--- src/hdl/gos_pkg.sv ---
// Shared types, constants and helper functions for the point snap core.
// No dependencies; imported by gos_rem, gos_cell and the top level.
package gos_pkg;

    localparam int C_MAX_RECTS  = 64;
    localparam int C_COORD_BITS = 32;
    localparam int C_GRID_BITS  = 24;
    localparam int C_BEST_BITS  = C_GRID_BITS + 3;
    localparam int C_DIV_BITS   = 32;
    localparam int C_DCNT_BITS  = $clog2(C_DIV_BITS + 1);

    localparam logic signed [63:0] C_CMAX = (64'sd1 <<< (C_COORD_BITS - 1)) - 64'sd1;
    localparam logic signed [63:0] C_CMIN = -C_CMAX - 64'sd1;

    localparam logic [1:0] C_MODE_APPEND = 2'd0;
    localparam logic [1:0] C_MODE_QUERY  = 2'd1;
    localparam logic [1:0] C_MODE_CLEAR  = 2'd2;

    localparam logic C_REG_GRID = 1'b0;
    localparam logic C_REG_SNAP = 1'b1;

    localparam logic C_SNAP_GRID   = 1'b0;
    localparam logic C_SNAP_OBJECT = 1'b1;

    localparam logic [2:0] C_CAND_LEFT   = 3'd0;
    localparam logic [2:0] C_CAND_RIGHT  = 3'd1;
    localparam logic [2:0] C_CAND_BOTTOM = 3'd2;
    localparam logic [2:0] C_CAND_TOP    = 3'd3;
    localparam logic [2:0] C_CAND_CENTER = 3'd4;

    typedef struct packed {
        logic [1:0]         mode;
        logic signed [31:0] point_x;
        logic signed [31:0] point_y;
        logic signed [31:0] rect_left;
        logic signed [31:0] rect_right;
        logic signed [31:0] rect_bottom;
        logic signed [31:0] rect_top;
    } t_in_item;

    typedef struct packed {
        logic signed [31:0] snapped_x;
        logic signed [31:0] snapped_y;
        logic               object_hit;
        logic               table_full;
    } t_out_item;

    typedef struct packed {
        logic signed [31:0] left;
        logic signed [31:0] right;
        logic signed [31:0] bottom;
        logic signed [31:0] top;
    } t_rect;

    typedef struct packed {
        logic                   valid;
        logic [C_BEST_BITS-1:0] best;
        logic signed [31:0]     rx;
        logic signed [31:0]     ry;
        logic                   hit;
    } t_tok;

    function automatic logic [31:0] f_absdiff(input logic signed [31:0] a,
                                              input logic signed [31:0] b);
        logic signed [32:0] d;
        logic [32:0]        n;
        d = {a[31], a} - {b[31], b};
        n = -d;
        return d[32] ? n[31:0] : d[31:0];
    endfunction

    // truncating half of a sum
    function automatic logic signed [31:0] f_half_sum(input logic signed [31:0] a,
                                                      input logic signed [31:0] b);
        logic signed [32:0] s;
        s = {a[31], a} + {b[31], b};
        s = s + {32'd0, s[32]};
        return s[32:1];
    endfunction

    // floor remainder from the remainder of the magnitude
    function automatic logic [C_GRID_BITS-1:0] f_floor_rem(input logic signed [32:0] t,
                                                         input logic [C_GRID_BITS-1:0] rt,
                                                         input logic [C_GRID_BITS-1:0] s);
        return (t[32] && (rt != '0)) ? (s - rt) : rt;
    endfunction

    function automatic logic [31:0] f_sat(input logic signed [33:0] v);
        logic signed [63:0] w;
        w = 64'(v);
        if (w > C_CMAX) begin
            w = C_CMAX;
        end else if (w < C_CMIN) begin
            w = C_CMIN;
        end
        return w[31:0];
    endfunction

endpackage

--- src/hdl/gos_rem.sv ---
// Restoring remainder unit, one quotient bit per cycle.
// Depends on gos_pkg.
module gos_rem (
    input  logic                           i_clk,
    input  logic                           i_rst_n,
    input  logic                           i_start,
    input  logic [gos_pkg::C_DIV_BITS-1:0]  i_dividend,
    input  logic [gos_pkg::C_GRID_BITS-1:0] i_divisor,
    output logic                           o_done,
    output logic [gos_pkg::C_GRID_BITS-1:0] o_rem
);
    import gos_pkg::*;

    logic                   r_busy;
    logic                   r_done;
    logic [C_DCNT_BITS-1:0] r_cnt;
    logic [C_DIV_BITS-1:0]  r_dvd;
    logic [C_GRID_BITS-1:0] r_rem;

    logic [C_GRID_BITS:0]   w_shift;
    logic [C_GRID_BITS:0]   w_diff;
    logic [C_GRID_BITS-1:0] n_rem;

    always_comb begin
        w_shift = {r_rem, r_dvd[C_DIV_BITS-1]};
        w_diff  = w_shift - {1'b0, i_divisor};
        n_rem   = (w_shift >= {1'b0, i_divisor}) ? w_diff[C_GRID_BITS-1:0]
                                                 : w_shift[C_GRID_BITS-1:0];
    end

    always_ff @(posedge i_clk) begin
        if (!i_rst_n) begin
            r_busy <= 1'b0;
            r_done <= 1'b0;
            r_cnt  <= '0;
        end else begin
            r_done <= 1'b0;
            if (i_start) begin
                r_busy <= 1'b1;
                r_cnt  <= C_DCNT_BITS'(C_DIV_BITS);
            end else if (r_busy) begin
                r_cnt <= r_cnt - C_DCNT_BITS'(1);
                if (r_cnt == C_DCNT_BITS'(1)) begin
                    r_busy <= 1'b0;
                    r_done <= 1'b1;
                end
            end
        end
    end

    always_ff @(posedge i_clk) begin
        if (i_start) begin
            r_dvd <= i_dividend;
            r_rem <= '0;
        end else if (r_busy) begin
            r_dvd <= r_dvd << 1;
            r_rem <= n_rem;
        end
    end

    assign o_done = r_done;
    assign o_rem  = r_rem;

endmodule

--- config.mk ---
export PLATFORM = sky130hd
export DESIGN_NAME = gos_rem
export DESIGN_NICKNAME = d
export VERILOG_FILES = /design/src/hdl/gos_pkg.sv /design/src/hdl/gos_rem.sv
export SDC_FILE = /design/constraint.sdc
export NUM_CORES = 1
export LEC_CHECK = 0
export BUFFER_PORTS_ARGS = -buffer_cell sky130_fd_sc_hd__buf_2
export CORE_ASPECT_RATIO = 1.25
export CORE_MARGIN = 2
export CORE_UTILIZATION = 25
export DETAILED_ROUTE_END_ITERATION = 10
export HOLD_SLACK_MARGIN = 0.05
export PLACE_DENSITY_LB_ADDON = 0.2
export SLEW_MARGIN = 10
export SYNTH_ARGS = -nofsm -noshare
export SYNTH_HDL_FRONTEND = slang
export SYNTH_SLANG_ARGS = --single-unit
export TNS_END_PERCENT = 20
--- constraint.sdc ---
create_clock -name i_clk -period 8.1 [get_ports i_clk]
set_clock_uncertainty 0.1 [all_clocks]
set_input_delay 1.215 -clock i_clk [delete_from_list [all_inputs] [get_ports i_clk]]
set_output_delay 1.215 -clock i_clk [all_outputs]
set_load 0.03 [all_outputs]
* Word level (Yosys, flattened, before mapping) *
Index checks and enable logic that the tools add are counted.
Widths: inputs -> output; s select.

cells by class
  $add $sub $neg = 2
  order comparisons = 1
  eq/ne operators = 1
  muxes and demuxes = 9
  bitwise gates (word level) = 2
  reductions and logical operators = 3

operator list
  kind                 count
  $mux 32              2
  $ge 25x24->1         1
  $mux 24              1
  $sub 24x24->24       1
  $mux 6               2
  $eq 6x1->1 const B   1
  $sub 6x1->6 const B  1
  $mux 1               4
  $reduce_or 3->1      1
  $not 1->1            2
  $reduce_bool 2->1    1
  $reduce_or 2->1      1

storage, ports and cells
  register bits after elaboration = 64
  input port bits = 59
  output and inout bits = 25
  word-level logic and storage cells = 24

* Longest topological paths before layout *
Gate-level depths: netlist of run 1.

  depth after elaboration = 4
  mapped depth = 12

* Worst setup path before layout of run 1 *
Ideal clock, no wire load.

  path kind = in2reg
  start point = in i_divisor[0] in the netlist's numbering
  end point = reg r_rem[22] (netlist: o_rem[22])
  library setup time = 0.125 ns
  arrival = 3.329 ns
  data required time = 7.875 ns
  slack = 4.546 ns
  cell stages on the path = 11
  path buffers = 0
  cell sequence = ha_1 > inv_1 > fa_1 > a211o_1 > a211oi_1 > nor2_1 > o21ai_1 > o221ai_1 > a211oi_1 > xor2_1 > o21ai_0

on the way
  cells in the longest elaborated chain, start to end = 2

RTL lines
  what                                                   RTL line                      RTL
  start: declaration                                     gos_rem.sv:8                  input logic [gos_pkg::C_GRID_BITS-1:0] i_divisor,
  $sub 24x24->24 / $ge 25x24->1 (equally long branches)  gos_rem.sv:26, gos_rem.sv:27
  $mux 24 (*)                                            gos_rem.sv:27                 n_rem = (w_shift >= {1'b0, i_divisor}) ? w_diff[C_GRID_BITS-1:0]
  end signal: assignment                                 gos_rem.sv:57                 r_rem <= n_rem;
  end: declaration                                       gos_rem.sv:18                 logic [C_GRID_BITS-1:0] r_rem;

Every way passes the cells marked *; elsewhere a longest branch is shown, timed or not.
A chain may end at the register's enable or synchronous reset.

* Worst setup path after layout of run 1 *
  start point = in i_divisor[10] in the netlist's numbering
  end point = reg r_rem[23] (netlist: o_rem[23])

Same word-level chain as after synthesis.

==> flow_metrics.env, run 1 <==
export IMPL_dr_total_vias=3323
export IMPL_reg2reg_depth=12
export IMPL_drc=0
export IMPL_drv_slew=0
export IMPL_tns_ps=0
export IMPL_yosysSeqAreaShare_pct=39.2
export IMPL_regToRegSetupSlack_ps=4990
export IMPL_grt_overflow=0
export IMPL_insertion_delay_ps=340
export IMPL_antenna_cells=0
export IMPL_dpl_cell_area_um2=4720
export IMPL_finalSetupViolations=0
export IMPL_syn_to_final_growth_pct=22.3
export IMPL_worst_ep_required_time_ps=8260
export IMPL_cts_max_level=3
export IMPL_holdPathStages=2
export IMPL_coreArea_um2=16100
export IMPL_synth_cell_area_um2=4080
export IMPL_status="complete, no violations"
export IMPL_layout_common_cells="buf_2, inv_1, mux2_2, dfxtp_1, edfxtp_1"
export IMPL_holdPathEnd="o_rem[19]"
export IMPL_grt_pass1_vias=3536
export IMPL_grt_pass1_wl_um=18000
export IMPL_die_w_um=118
export IMPL_nets=582
export IMPL_fmax_ghz=0.273
export IMPL_portBuffers=83
export IMPL_routed_wl_um=11000
export IMPL_final_area_um2=4990
export IMPL_die_height_um=147
export IMPL_reg2reg_from="r_dvd[31]"
export IMPL_root_buffer="clkbuf_16"
export IMPL_synthCells=411
export IMPL_top_level_ports=84
export IMPL_cts_tree="built"
export IMPL_synthDistinctLibCells=61
export IMPL_gp_congestion=0.861
export IMPL_cts_sinks=64
export IMPL_hp_start="o_rem[19]"
export IMPL_cts_setup_buffers=0
export IMPL_tightest_slew_ps=861
export IMPL_fin_crit_ps=3660
export IMPL_setup_worst_path_end_class="flip-flop"
export IMPL_clock_path_buffers=2
export IMPL_fillers=1717
export IMPL_avgRoutedWirePerCell_um=15.3
export IMPL_yosysWarnings=0
export IMPL_irDropWorstVdd_mv=0.0877
export IMPL_setup_slack_ps=4440
export IMPL_vias_per_cell=4.63
export IMPL_gr_usage_all_layers_pct=13.2
export IMPL_place_ws_ps=4110
export IMPL_synth_nets=497
export IMPL_post_cts_resized=0
export IMPL_power_leakage_uw=0.00222
export IMPL_final_common_cell="buf_2"
export IMPL_postRouteAntennaNets=0
export IMPL_seq_area_um2=1600
export IMPL_crit_path_start_kind="primary input"
export IMPL_grt_setup_unrepaired="no"
export IMPL_fin_crit_sh_pct=45.2
export IMPL_drtIter0Drc=123
export IMPL_synth_flop_cell="edfxtp_1"
export IMPL_multi_input_area_um2=2270
export IMPL_antenna_found_initial=0
export IMPL_hold_buffers=0
export IMPL_std_cell_rows=52
export IMPL_relSlewSlack_pct=42.6
export IMPL_r2r_end="o_rem[22]"
export IMPL_cp_max_fo=14
export IMPL_power_density_nw_per_um2=194
export IMPL_synth_async_reset_ratio_pct=0
export IMPL_syn_area_per_cell_um2=9.94
export IMPL_floorplan_die_area_um2=17400
export IMPL_hpwlAfterDp_um=7980
export IMPL_numCtsBuffers=9
export IMPL_ys_ff_latch=64
export IMPL_synth_edff_count=32
export IMPL_cts_clk_slew_worst_paths_ps=60
export IMPL_dr_pass1_iters=5
export IMPL_drv_cap=0
export IMPL_initial_core_util_pct=25.4
export IMPL_drive_gt1_share_pct=28.9
export IMPL_finalHoldViolations=0
export IMPL_grt_max_degree=48
export IMPL_hp_class="reg -> reg"
export IMPL_cp_data_arrival_time_ps=3820
export IMPL_crit_type="in -> reg"
[sequential cells by signal, summed over array words and instances, names as in the netlist]
name / cells
r_busy: 1
o_rem: 24
o_done: 1
r_cnt: 6
r_dvd: 32
[per-stage QoR]
stage	hold WS [ps]	power, uW	utilization, %	cells
final	389	971	31.1	717
after global routing	429	1030	31.1	717
after CTS	394	987	31.1	717
after detailed placement	386	617	29.4	701
after global placement	373	616	29.4	701
after floorplan	344	556	-	411
[worst max-delay path by stage]
stage / startpoint / endpoint / slack [ps] / depth (start not counted)
3_5_place_dp: i_divisor[0] / o_rem[20] / 4110 / 12
4_1_cts: i_divisor[10] / o_rem[0] / 4470 / 11
2_1_floorplan: i_divisor[0] / o_rem[22] / 4550 / 11
5_1_grt: i_divisor[0] / o_rem[22] / 4230 / 12
6_report: i_divisor[10] / o_rem[23] / 4440 / 11
3_3_place_gp: i_divisor[10] / o_rem[23] / 4140 / 11
[synth_stat cells, drive strengths merged (2+ instances only)]
master  count  area (um^2)
a21o       16          128
a41oi       2         17.5
clkbuf      5         18.8
o21ai      21          105
a211oi     11         82.6
o21bai      2         15.0
and4        2         17.5
nand2b      5         31.3
nor2b       4         25.0
o31ai       3         22.5
nand2      31          116
mux2       32          360
inv        35          131
nand3      11         60.1
a21oi      23          123
dfxtp      32          641
a311oi      2         17.5
nor4        5         43.8
and3        3         18.8
nor2       22         82.6
buf         8         60.1
xor2        9         78.8
o21a        3         22.5
a21boi      2         15.0
a31oi       3         18.8
xnor2      13          114
mux2i      13          130
ha         26          325
nor3        9         50.1
o311ai      2         17.5
edfxtp     32          961
a32oi       4         35.0
[worst max-delay path, cell delays in order]
cell	delay [ps]
buf_2	80
inv_1	30
ha_1	380
a21o_1	210
a21oi_2	160
nor4b_4	220
nand3_2	150
a41o_4	310
a21oi_2	660
a21oi_1	160
a211oi_1	240
[area by class of cell]
| class | instances | share of cell area (%) |
|---|---|---|
| multi-input cells | 298 | 45.4 |
| flip-flops and latches | 64 | 32.1 |
| repair buffers | 87 | 8.92 |
| well taps | 216 | 5.41 |
| clock buffers | 9 | 4.51 |
| inverters | 36 | 2.71 |
| clock inverters | 7 | 0.977 |
[kinds of logic after synthesis]
group | share of synthesized area [%]
simple gates | 12.7
mux | 12.0
flops | 39.2
xor+xnor | 4.72
fa+ha+maj | 8.46
buf+inv | 5.24
compound gates | 17.6
[power breakdown]
group / switching, uW / internal, uW
combinational: 128 / 94.2
sequential: 14.6 / 372
clock: 156 / 206
[routing by layer]
layer  wire length [um]  GRT usage, %  up-vias
li1                   -             -     1675
met1               4800          15.1     1549
met2               5270          22.5       82
met3                615          3.84       17
met4                290          6.51        0
met5                  0             0        -
Power figures use the tool's default switching activity.
==> run 2, diff against run 1 <==
- clock period: 8.1 -> 3.2 ns (I/O delays scaled with it)
==> run 2 against run 1 <==
  * First-iteration DRC count rose by 56%
  * Power rose to 2.7 times the previous value
  * Sequential power rose to 2.5 times the previous value
  * Critical path type is now reg -> reg
  * Non-clock buffer count rose by 8
==> flow_metrics.env, run 2 (same netlist as run 1, synthesis figures left out) <==
export IMPL_drv_cap=0
export IMPL_relSlewSlack_pct=24.5
export IMPL_vias_per_cell=4.68
export IMPL_tightest_slew_ps=1130
export IMPL_cts_max_level=3
export IMPL_root_buffer="clkbuf_16"
export IMPL_hpwlAfterDp_um=8270
export IMPL_grt_pass1_wl_um=18100
export IMPL_whs_ps=305
export IMPL_power_leakage_uw=0.00229
export IMPL_cp_data_arrival_time_ps=3060
export IMPL_cts_tree="built"
export IMPL_largest_register_ffs=32
export IMPL_coreArea_um2=16100
export IMPL_hp_start="i_rst_n"
export IMPL_irDropWorstVdd_mv=0.275
export IMPL_dr_pass1_iters=4
export IMPL_clock_path_buffers=2
export IMPL_initial_core_util_pct=25.4
export IMPL_top_level_ports=84
export IMPL_power_density_nw_per_um2=518
export IMPL_holdPathEnd="r_busy"
export IMPL_crit_path_start="r_dvd[31]"
export IMPL_gr_usage_all_layers_pct=13.2
export IMPL_antenna_found_initial=0
export IMPL_setup_worst_path_end_class="flip-flop"
export IMPL_regToRegSetupSlack_ps=270
export IMPL_grt_pass1_vias=3547
export IMPL_setup_slack_ps=267
export IMPL_fin_crit_sh_pct=91.6
export IMPL_reg2reg_from="r_dvd[31]"
export IMPL_tns_ps=0
export IMPL_grt_overflow=0
export IMPL_cts_clk_slew_worst_paths_ps=60
export IMPL_finalSetupViolations=0
export IMPL_grt_max_degree=34
export IMPL_cp_max_fo=3
export IMPL_syn_to_final_growth_pct=25.0
export IMPL_crit_type="reg -> reg"
export IMPL_drtIter0Drc=192
export IMPL_status="complete, no violations"
export IMPL_cts_setup_buffers=0
export IMPL_gp_congestion=0.812
export IMPL_worst_ep_required_time_ps=3330
export IMPL_fillers=1758
export IMPL_routed_wl_um=11100
export IMPL_fmax_ghz=0.341
export IMPL_fin_crit_ps=2930
export IMPL_largest_register="r_dvd"
export IMPL_r2r_end="o_rem[22]"
export IMPL_std_cell_rows=52
export IMPL_drc=0
export IMPL_holdPathStages=2
export IMPL_postRouteAntennaNets=0
export IMPL_insertion_delay_ps=350
export IMPL_drv_slew=0
export IMPL_layout_common_cells="buf_2, inv_1, mux2_2, dfxtp_1, edfxtp_1"
export IMPL_avgRoutedWirePerCell_um=15.3
export IMPL_numCtsBuffers=9
export IMPL_finalHoldViolations=0
export IMPL_nets=590
export IMPL_dr_total_vias=3393
export IMPL_reg2reg_depth=12
export IMPL_die_w_um=118
export IMPL_die_height_um=147
export IMPL_floorplan_die_area_um2=17400
export IMPL_place_ws_ps=50.2
export IMPL_grt_setup_unrepaired="no"
export IMPL_drive_gt1_share_pct=30.5
export IMPL_hp_class="in -> reg"
export IMPL_cts_sinks=64
export IMPL_crit_path_start_kind="flip-flop"
export IMPL_portBuffers=83
export IMPL_antenna_cells=0
export IMPL_final_common_cell="buf_2"
run 2: cell types whose count changed in the layout (fill, tap and decap cells not counted), sizes merged:
| cell | delta |
|---|---|
| buf | +8 |
| bufinv | +2 |
| clkinv | -1 |
| clkinvlp | -2 |
| inv | +1 |
run 2: layout make-up:
cell class | count | area, um^2 | share of cell area [%]
multi-input combinational | 298 | 2270 | 44.5
sequential | 64 | 1600 | 31.4
timing repair buffer | 95 | 505 | 9.90
tap | 216 | 270 | 5.29
clock buffer | 9 | 225 | 4.41
inverter | 36 | 135 | 2.65
clock inverter | 7 | 95.1 | 1.86
run 2: power breakdown:
part / switching [uW] / internal, uW
registers: 37.2 / 941
logic: 325 / 249
clock network: 408 / 683
total: 770 / 1870
run 2: timing repair:
action,4_1_cts,5_1_grt
endpoints found under the setup margin,0,1
hold buffers,0,0
gates resized for setup,0,1
run 2: worst max path at each step:
| stage | end | cells after the start |
|---|---|---|
| final | o_rem[22] | 12 |
| after global routing | o_rem[22] | 12 |
| after CTS | o_rem[22] | 12 |
| after detailed placement | o_rem[22] | 12 |
| after global placement | o_rem[22] | 12 |
| after floorplan | o_rem[22] | 11 |
run 2: routing by layer:
metal	up-vias	wire [um]	global-route usage [%]	share of wire [%]
li1	1704	-	-	-
met2	92	5430	22.9	49
met1	1584	4760	15.5	43
met3	13	727	3.73	6.6
met4	0	182	5.06	1.6
met5	-	0	0	0
run 2: stage by stage:
stage | area (um^2) | power, uW | instances | utilization, %
2_1_floorplan | 4080 | 1410 | 411 | -
3_3_place_gp | 4780 | 1570 | 709 | 29.7
3_5_place_dp | 4780 | 1570 | 709 | 29.7
4_1_cts | 5100 | 2690 | 725 | 31.7
5_1_grt | 5110 | 2780 | 725 | 31.8
6_report | 5110 | 2640 | 725 | 31.8
run 2: critical path, cell delays in order (launching register included):
cell and delay (ps):
edfxtp_1 380, inv_1 70, ha_1 160, inv_1 60, fa_1 380, a211o_1 340, a211oi_1 280, nor2_1 120
o21ai_1 230, o221ai_1 200, a211oi_2 270, xor2_1 160, o21ai_0 80
