==> config.mk <==
export PLATFORM = sky130hd
export DESIGN_NAME = gos_cell
export DESIGN_NICKNAME = d
export VERILOG_FILES = /design/src/hdl/gos_pkg.sv /design/src/hdl/gos_cell.sv
export SDC_FILE = /design/constraint.sdc
export NUM_CORES = 2
export LEC_CHECK = 0
export CORE_MARGIN = 3
export CORE_UTILIZATION = 30
export DETAILED_ROUTE_END_ITERATION = 10
export DONT_BUFFER_PORTS = 1
export PLACE_DENSITY_LB_ADDON = 0.05
export SETUP_SLACK_MARGIN = 0.05
export SLEW_MARGIN = 20
export SYNTH_ARGS = -nofsm -noshare
export SYNTH_HDL_FRONTEND = slang
export SYNTH_SLANG_ARGS = --single-unit
==> constraint.sdc <==
create_clock -name i_clk -period 10.2 [get_ports i_clk]
set_input_delay 2.04 -clock i_clk [delete_from_list [all_inputs] [get_ports i_clk]]
set_output_delay 2.04 -clock i_clk [all_outputs]
set_load 0.02 [all_outputs]
==> src/hdl/gos_pkg.sv <==
// Shared types, constants and helper functions for the point snap core.
// No dependencies; imported by gos_rem, gos_cell and the top level.
package gos_pkg;

    localparam int C_MAX_RECTS  = 64;
    localparam int C_COORD_BITS = 32;
    localparam int C_GRID_BITS  = 24;
    localparam int C_BEST_BITS  = C_GRID_BITS + 3;
    localparam int C_DIV_BITS   = 32;
    localparam int C_DCNT_BITS  = $clog2(C_DIV_BITS + 1);

    localparam logic signed [63:0] C_CMAX = (64'sd1 <<< (C_COORD_BITS - 1)) - 64'sd1;
    localparam logic signed [63:0] C_CMIN = -C_CMAX - 64'sd1;

    localparam logic [1:0] C_MODE_APPEND = 2'd0;
    localparam logic [1:0] C_MODE_QUERY  = 2'd1;
    localparam logic [1:0] C_MODE_CLEAR  = 2'd2;

    localparam logic C_REG_GRID = 1'b0;
    localparam logic C_REG_SNAP = 1'b1;

    localparam logic C_SNAP_GRID   = 1'b0;
    localparam logic C_SNAP_OBJECT = 1'b1;

    localparam logic [2:0] C_CAND_LEFT   = 3'd0;
    localparam logic [2:0] C_CAND_RIGHT  = 3'd1;
    localparam logic [2:0] C_CAND_BOTTOM = 3'd2;
    localparam logic [2:0] C_CAND_TOP    = 3'd3;
    localparam logic [2:0] C_CAND_CENTER = 3'd4;

    typedef struct packed {
        logic [1:0]         mode;
        logic signed [31:0] point_x;
        logic signed [31:0] point_y;
        logic signed [31:0] rect_left;
        logic signed [31:0] rect_right;
        logic signed [31:0] rect_bottom;
        logic signed [31:0] rect_top;
    } t_in_item;

    typedef struct packed {
        logic signed [31:0] snapped_x;
        logic signed [31:0] snapped_y;
        logic               object_hit;
        logic               table_full;
    } t_out_item;

    typedef struct packed {
        logic signed [31:0] left;
        logic signed [31:0] right;
        logic signed [31:0] bottom;
        logic signed [31:0] top;
    } t_rect;

    typedef struct packed {
        logic                   valid;
        logic [C_BEST_BITS-1:0] best;
        logic signed [31:0]     rx;
        logic signed [31:0]     ry;
        logic                   hit;
    } t_tok;

    function automatic logic [31:0] f_absdiff(input logic signed [31:0] a,
                                              input logic signed [31:0] b);
        logic signed [32:0] d;
        logic [32:0]        n;
        d = {a[31], a} - {b[31], b};
        n = -d;
        return d[32] ? n[31:0] : d[31:0];
    endfunction

    // truncating half of a sum
    function automatic logic signed [31:0] f_half_sum(input logic signed [31:0] a,
                                                      input logic signed [31:0] b);
        logic signed [32:0] s;
        s = {a[31], a} + {b[31], b};
        s = s + {32'd0, s[32]};
        return s[32:1];
    endfunction

    // floor remainder from the remainder of the magnitude
    function automatic logic [C_GRID_BITS-1:0] f_floor_rem(input logic signed [32:0] t,
                                                         input logic [C_GRID_BITS-1:0] rt,
                                                         input logic [C_GRID_BITS-1:0] s);
        return (t[32] && (rt != '0)) ? (s - rt) : rt;
    endfunction

    function automatic logic [31:0] f_sat(input logic signed [33:0] v);
        logic signed [63:0] w;
        w = 64'(v);
        if (w > C_CMAX) begin
            w = C_CMAX;
        end else if (w < C_CMIN) begin
            w = C_CMIN;
        end
        return w[31:0];
    endfunction

endpackage

==> src/hdl/gos_cell.sv <==
// One rectangle cell of the scan chain: holds an entry, ranks its five
// candidates against the broadcast point and passes the running best on.
// Depends on gos_pkg.
module gos_cell #(
    parameter  int MAX_RECTS = gos_pkg::C_MAX_RECTS,
    parameter  int IDX       = 0,
    localparam int CW        = $clog2(MAX_RECTS + 1)
) (
    input  logic               i_clk,
    input  logic               i_rst_n,
    input  logic               i_wr_en,
    input  logic [CW-1:0]      i_wr_idx,
    input  gos_pkg::t_rect     i_rect,
    input  logic signed [31:0] i_px,
    input  logic signed [31:0] i_py,
    input  gos_pkg::t_tok      i_tok,
    input  logic [CW-1:0]      i_rem,
    output gos_pkg::t_tok      o_tok,
    output logic [CW-1:0]      o_rem
);
    import gos_pkg::*;

    t_rect              r_rect;
    logic signed [31:0] r_cx;
    logic signed [31:0] r_cy;

    logic [31:0] r_a0, r_a1, r_a2, r_a3, r_ax, r_ay;
    logic [32:0] r_d4;
    logic [31:0] r_m01, r_m23;
    logic [2:0]  r_i01, r_i23;
    logic [32:0] r_dmin;
    logic [2:0]  r_sel;

    t_tok          r_tok;
    logic [CW-1:0] r_rem;

    logic [31:0] w_ma;
    logic [2:0]  w_ia;
    t_tok        n_tok;

    always_ff @(posedge i_clk) begin
        if (i_wr_en && (i_wr_idx == CW'(IDX))) begin
            r_rect <= i_rect;
            r_cx   <= f_half_sum(i_rect.left, i_rect.right);
            r_cy   <= f_half_sum(i_rect.bottom, i_rect.top);
        end
    end

    // candidate distances, three stages
    always_comb begin
        if (r_m23 < r_m01) begin
            w_ma = r_m23;
            w_ia = r_i23;
        end else begin
            w_ma = r_m01;
            w_ia = r_i01;
        end
    end

    always_ff @(posedge i_clk) begin
        r_a0  <= f_absdiff(r_rect.left, i_px);
        r_a1  <= f_absdiff(r_rect.right, i_px);
        r_a2  <= f_absdiff(r_rect.bottom, i_py);
        r_a3  <= f_absdiff(r_rect.top, i_py);
        r_ax  <= f_absdiff(r_cx, i_px);
        r_ay  <= f_absdiff(r_cy, i_py);
        r_d4  <= {1'b0, r_ax} + {1'b0, r_ay};
        r_m01 <= (r_a1 < r_a0) ? r_a1 : r_a0;
        r_i01 <= (r_a1 < r_a0) ? C_CAND_RIGHT : C_CAND_LEFT;
        r_m23 <= (r_a3 < r_a2) ? r_a3 : r_a2;
        r_i23 <= (r_a3 < r_a2) ? C_CAND_TOP : C_CAND_BOTTOM;
        if (r_d4 < {1'b0, w_ma}) begin
            r_dmin <= r_d4;
            r_sel  <= C_CAND_CENTER;
        end else begin
            r_dmin <= {1'b0, w_ma};
            r_sel  <= w_ia;
        end
    end

    always_comb begin
        n_tok = i_tok;
        if (i_tok.valid && (i_rem != '0) &&
            (r_dmin < {{(33 - C_BEST_BITS){1'b0}}, i_tok.best})) begin
            n_tok.best = r_dmin[C_BEST_BITS-1:0];
            n_tok.hit  = 1'b1;
            case (r_sel)
                C_CAND_LEFT: begin
                    n_tok.rx = r_rect.left;
                    n_tok.ry = i_py;
                end
                C_CAND_RIGHT: begin
                    n_tok.rx = r_rect.right;
                    n_tok.ry = i_py;
                end
                C_CAND_BOTTOM: begin
                    n_tok.rx = i_px;
                    n_tok.ry = r_rect.bottom;
                end
                C_CAND_TOP: begin
                    n_tok.rx = i_px;
                    n_tok.ry = r_rect.top;
                end
                default: begin
                    n_tok.rx = r_cx;
                    n_tok.ry = r_cy;
                end
            endcase
        end
    end

    always_ff @(posedge i_clk) begin
        r_tok.best <= n_tok.best;
        r_tok.rx   <= n_tok.rx;
        r_tok.ry   <= n_tok.ry;
        r_tok.hit  <= n_tok.hit;
        r_rem      <= (i_rem == '0) ? '0 : (i_rem - CW'(1));
        if (!i_rst_n) begin
            r_tok.valid <= 1'b0;
        end else begin
            r_tok.valid <= i_tok.valid;
        end
    end

    assign o_tok = r_tok;
    assign o_rem = r_rem;

endmodule
### Word-level counts from Yosys, hierarchy flattened

Cells that the tools add are included.

* register bits: 620
* input port bits: 302
* output and inout port bits: 100
* logic and storage cells: 74

* $add $sub $neg: 18
* order comparisons: 5
* eq/ne operators: 3
* multiplexer cells: 15
* reduce and logical (&&, ||, !) cells: 7

Operators by type and width (count)
* $mux W32: 10
* $pmux W64 S4: 1
* $sub A32 B32 Y33: 6
* $neg A32 Y32: 6
* $add A32 B32 Y33: 3
* $lt A32 B32 Y1: 3
* $mux W92: 1
* $add A33 B1 Y33: 2
* $lt A33 B27 Y1: 1
* $lt A33 B32 Y1: 1
* $logic_not A7 Y1: 2
* $reduce_bool A7 Y1: 1
* $sub A7 B1 Y7 const B: 1
* $eq A3 B2 Y1 const B: 2
* $eq A3 B1 Y1 const B: 1
* $logic_and A1 B1 Y1: 3
* $logic_not A3 Y1: 1
* $mux W1: 2
* $mux W2: 1

### Logic depth before layout (Yosys ltp)

* word-level depth: 4
* gate-level depth with buffers: 29
* mapped depth without buffers: 25

### Worst setup path before layout

Ideal clock, no wire load.

* path type: input-to-reg
* start point: in i_wr_idx[1]
* end point: reg r_cx[0] (enable)
* library setup time: 0.579 ns
* arrival: 6.804 ns
* data required time: 9.621 ns
* setup slack: 2.817 ns
* cell stages on the path: 2
* buffers on the path: 0
* cells stage by stage: nor4_1 > and4b_1

* longest elaborated chain between the ends: 2

RTL lines
* start: declaration: RTL line gos_cell.sv:12 `input logic [CW-1:0] i_wr_idx,`
* $logic_not A7 Y1: RTL line gos_cell.sv:42 `if (i_wr_en && (i_wr_idx == CW'(IDX))) begin`
* $logic_and A1 B1 Y1: RTL line gos_cell.sv:42
* end signal: assignment: RTL line gos_cell.sv:44 `r_cx <= f_half_sum(i_rect.left, i_rect.right);`
* end: declaration: RTL line gos_cell.sv:24 `logic signed [31:0] r_cx;`

Every way passes these cells.
A chain may end at the register's enable or synchronous reset.

### Worst setup path in the final report

* start point: reg r_m01[1]
* end point: reg r_dmin[22]

* longest elaborated chain between the ends: 4

RTL lines
* start: declaration: RTL line gos_cell.sv:29 `logic [31:0] r_m01, r_m23;`
* start signal: assignment: RTL line gos_cell.sv:68 `r_m01 <= (r_a1 < r_a0) ? r_a1 : r_a0;`
* $lt A32 B32 Y1: RTL line gos_cell.sv:51 `if (r_m23 < r_m01) begin`
* $mux W32 (*): RTL line gos_cell.sv:51
* $lt A33 B32 Y1: RTL line gos_cell.sv:72 `if (r_d4 < {1'b0, w_ma}) begin`
* $mux W32 (*): RTL line gos_cell.sv:72
* end signal: assignment: RTL line gos_cell.sv:73 `r_dmin <= r_d4;`
* end signal: assignment: RTL line gos_cell.sv:76 `r_dmin <= {1'b0, w_ma};`
* end: declaration: RTL line gos_cell.sv:31 `logic [32:0] r_dmin;`

Mark *: on every way between the ends. The rest lies on a longest branch, timed or not.

==> out/qor.log <==
qor: worst_setup_path.critical_path_required 10.78 ns
qor: clock_network.htree_levels 3
qor: detailed_routing.route.detailed.drc 0
qor: timing.worst_max_slew_pin_slew 1.04 ns
qor: detailed_routing.dr.first_iter.drc_count 2,204
qor: yosys.yosys_warnings 0
qor: floorplanning.io_pins 402
qor: power.p_leak 20.2 nW
qor: timing.final_min_period_over_clock_period 66.7%
qor: power.vdd.ir_drop.worst 0.132 mV
qor: timing.post-route-min-period 6.80 ns
qor: detailed_routing.detail_route.wl_per_cell 23.4 µm
qor: yosys.yosys-top-cells-area sky130_fd_sc_hd__dfxtp_1 20%, sky130_fd_sc_hd__edfxtp_1 13%, sky130_fd_sc_hd__ha_1 13%, sky130_fd_sc_hd__xnor2_1 6.1%, sky130_fd_sc_hd__a21oi_1 4.4%
qor: yosys.yosys.cell_count.top_type sky130_fd_sc_hd__ha_1
qor: clock_network.post-cts-setup-buffers 0
qor: cells_and_area.area_growth_syn_to_layout 11.1%
qor: flow_run.number_of_maximum_capacitance_violations 0
qor: timing.fin_tns_setup 0 ns
qor: floorplanning.initial_core_util 30.4%
qor: detailed_routing.vias 34,600
qor: timing.setup-violations-final 0
qor: yosys.synth-async-reset-ratio 0%
qor: yosys.distinct_cells_synth 119
qor: floorplanning.design.die.area 149,000 µm²
qor: yosys.netlist_instances 4,771
qor: floorplanning.dieHeight 386 µm
qor: cells_and_area.drive_gt1_share 7.19%
qor: cells_and_area.final_core_utilization 33.7%
qor: outcome.outcome finished, final reports clean
qor: worst_setup_path.worst-path-max-fanout 36
qor: worst_setup_path.worst-setup-path-type reg2reg
qor: global_route.largest_net_degree_at_the_start_of_global_routing 157
qor: clock_network.clk_pin_slew 0.06 ns
qor: detailed_routing.wirelength 157 mm
qor: hold_path.min-delay-path-class reg2reg
qor: timing.final_max_slew_viol_count 0
qor: timing.number_of_endpoints_with_negative_hold_slack_in_the_final_report 0
qor: global_route.grt_remaining_overflow 0
qor: yosys.count_of_flip_flops_with_a_built_in_enable_after_synthesis 192
qor: clock_network.cts.hold.buffers_added 0
qor: yosys.synthesis.area 43,300 µm²
qor: global_route.grt_pass1_wl 225 mm
qor: yosys.synth_top_cell_area_share 19.8%
qor: detailed_routing.drt_first_pass_iters 5
qor: worst_setup_path.start_kind flop
qor: worst_setup_path.critical_path_arrival 7.38 ns
qor: worst_setup_path.end_kind flop
qor: yosys.synthesis.area_per_instance 9.07 µm²
qor: clock_network.numCtsBuffers 79
qor: yosys.post_synth_most_frequent_cells 448 x sky130_fd_sc_hd__ha_1, 427 x sky130_fd_sc_hd__dfxtp_1, 378 x sky130_fd_sc_hd__a21oi_1, 342 x sky130_fd_sc_hd__inv_1, 302 x sky130_fd_sc_hd__xnor2_1
qor: placement.buffer_ports.inserted 0
qor: cells_and_area.layout.area.seq 14,300 µm²
qor: timing.finClkSkew 0.0281 ns
qor: cells_and_area.fillerInstances 14,900
qor: timing.unrepaired_setup_endpoints_after_global_routing no
qor: floorplanning.fp.dieW 386 µm
qor: yosys.postSynthNetCount 5,530
qor: yosys.ys_seq_elements 619
qor: clock_network.tritoncts_clock_tree done
qor: clock_network.cts.repair.resized 0
qor: detailed_routing.vias_per_cell 5.16
qor: yosys.synth_area_leader_cell sky130_fd_sc_hd__dfxtp_1
qor: power.powerDensity 214 nW/µm²
qor: placement.gpl.final_weighted_congestion 0.863
qor: placement.detailedPlacementHpwl 132 mm
qor: clock_network.ctsRootBufferMaster sky130_fd_sc_hd__clkbuf_16
qor: timing.max_slew_margin 30.6%
qor: cells_and_area.multi_input_comb_area 27,200 µm²
qor: cells_and_area.design.final.nets 5,495
qor: floorplanning.std_cell_rows 138
qor: yosys.ys.flop_type sky130_fd_sc_hd__dfxtp_1
qor: clock_network.tritoncts_num_sinks 619
qor: detailed_routing.final_antenna_net_count 0
qor: global_route.grt_pass1_vias 32,900
qor: clock_network.cts.path.max_buffers 3
qor: yosys.synth-seq-area-share 33.1%
qor: global_route.global_route.usage.total 20.4%
qor: floorplanning.placeableCoreArea 142,000 µm²
qor: clock_network.worst_skew_pair.late_latency 0.69 ns
qor: global_route.grt_antenna_before_repair 17
qor: timing.fmax 0.147 GHz
==> metrics by stage <==
stage / hold WS (ns) / power (mW) / setup WS [ns] / instances / instance area [µm²]
floorplan: 0.420 / 6.15 / 2.82 / 4771 / 43300
global placement: 0.451 / 7.41 / 3.34 / 6545 / 45300
detailed placement: 0.462 / 7.40 / 3.25 / 6545 / 45300
CTS: 0.471 / 10.5 / 3.35 / 6688 / 48000
global route: 0.494 / 11.0 / 3.07 / 6694 / 48100
finish: 0.468 / 10.3 / 3.40 / 6696 / 48100
==> where the power goes <==
part           leakage [nW]  switching (mW)  internal [mW]  total [mW]
clock                  1.33            1.18           1.80        2.98
combinational          13.6            2.20           1.60        3.80
sequential             5.33           0.496           3.02        3.51
==> sequential cells by signal (all words and copies together) (netlist names) <==
signal,count
r_i01,1
r_a2,32
o_rem,7
o_tok,93
r_i23,1
r_a1,32
r_d4,33
r_sel,3
r_a0,32
r_ax,32
r_ay,32
r_cy,32
r_dmin,33
r_cx,32
r_a3,32
r_rect,128
r_m01,32
r_m23,32
==> final cells by class <==
| cell class | instances | share of cell area [%] |
|---|---|---|
| Antenna cell | 8 | 0.0416 |
| Clock buffer | 104 | 4.54 |
| Clock inverter | 39 | 1.17 |
| Inverter | 342 | 2.67 |
| Multi-Input combinational cell | 3678 | 56.6 |
| Sequential cell | 619 | 29.8 |
| Tap cell | 1890 | 4.92 |
| Timing Repair Buffer | 16 | 0.276 |
==> cells by family after synthesis <==
kind of cell / Yosys count / synth area share (%)
compound gates: 1373 / 21.1
xor+xnor: 454 / 9.19
fa+ha+maj: 457 / 13.4
buf+inv: 474 / 4.16
flops: 619 / 33.1
mux: 205 / 5.02
other cells: 1 / 0.00866
simple gates: 1188 / 14.1
==> critical path, stage by stage, from the launching register on <==
cell	delay, ns
sky130_fd_sc_hd__dfxtp_1	0.33
sky130_fd_sc_hd__inv_1	0.05
sky130_fd_sc_hd__ha_1	0.28
sky130_fd_sc_hd__a21o_1	0.15
sky130_fd_sc_hd__a21o_1	0.17
sky130_fd_sc_hd__a21o_1	0.18
sky130_fd_sc_hd__a21o_1	0.16
sky130_fd_sc_hd__a2111oi_0	0.59
sky130_fd_sc_hd__o21bai_1	0.21
sky130_fd_sc_hd__a221oi_1	0.46
sky130_fd_sc_hd__o21ai_4	0.09
sky130_fd_sc_hd__buf_4	0.33
sky130_fd_sc_hd__mux2i_1	0.28
sky130_fd_sc_hd__ha_1	0.28
sky130_fd_sc_hd__a21o_1	0.16
sky130_fd_sc_hd__a21o_1	0.17
sky130_fd_sc_hd__a21o_1	0.17
sky130_fd_sc_hd__a21o_1	0.17
sky130_fd_sc_hd__a21oi_1	0.13
sky130_fd_sc_hd__nor2_1	0.06
sky130_fd_sc_hd__a211oi_1	0.41
sky130_fd_sc_hd__o22ai_1	0.21
sky130_fd_sc_hd__or3_1	0.39
sky130_fd_sc_hd__mux2i_1	0.12
sky130_fd_sc_hd__or2_2	0.82
sky130_fd_sc_hd__mux2i_1	0.29
==> layout by cell type, fill, tap and decap left out, types with 22 or more instances in the layout <==
master / count
sky130_fd_sc_hd__a21o_1: 189
sky130_fd_sc_hd__nor4_1: 22
sky130_fd_sc_hd__xor2_1: 152
sky130_fd_sc_hd__or3_1: 34
sky130_fd_sc_hd__and2_1: 35
sky130_fd_sc_hd__nand2_1: 289
sky130_fd_sc_hd__nand4_1: 53
sky130_fd_sc_hd__a211oi_1: 132
sky130_fd_sc_hd__ha_1: 448
sky130_fd_sc_hd__a21oi_1: 378
sky130_fd_sc_hd__o21bai_1: 42
sky130_fd_sc_hd__and3_1: 48
sky130_fd_sc_hd__edfxtp_1: 192
sky130_fd_sc_hd__inv_1: 342
sky130_fd_sc_hd__nor3_1: 95
sky130_fd_sc_hd__o21a_1: 49
sky130_fd_sc_hd__o21ai_0: 247
sky130_fd_sc_hd__xnor2_1: 302
sky130_fd_sc_hd__nor2_1: 287
sky130_fd_sc_hd__nand3_1: 79
sky130_fd_sc_hd__mux2i_1: 108
sky130_fd_sc_hd__o31ai_1: 33
sky130_fd_sc_hd__clkbuf_16: 82
sky130_fd_sc_hd__dfxtp_1: 424
sky130_fd_sc_hd__a31oi_1: 43
sky130_fd_sc_hd__mux2_2: 96
sky130_fd_sc_hd__nand2b_1: 51
sky130_fd_sc_hd__nor2b_1: 72
==> per-layer routing <==
layer | GRT usage (%) | routed length [µm]
met1 | 32.5 | 84800
met2 | 27.4 | 60200
met3 | 3.70 | 8240
met4 | 5.16 | 3530
met5 | 0 | 0
==> final timing paths <==
path | startpoint | slack [ns] | endpoint | cells after the start
worst min register to register | r_d4[29] | 0.47 | r_dmin[29] | 2
worst max register to register | r_m01[1] | 3.40 | r_dmin[22] | 25
worst max-delay path | r_m01[1] | 3.40 | r_dmin[22] | 25
worst min-delay path | r_d4[29] | 0.47 | r_dmin[29] | 2
(Power assumes the default switching activity.)
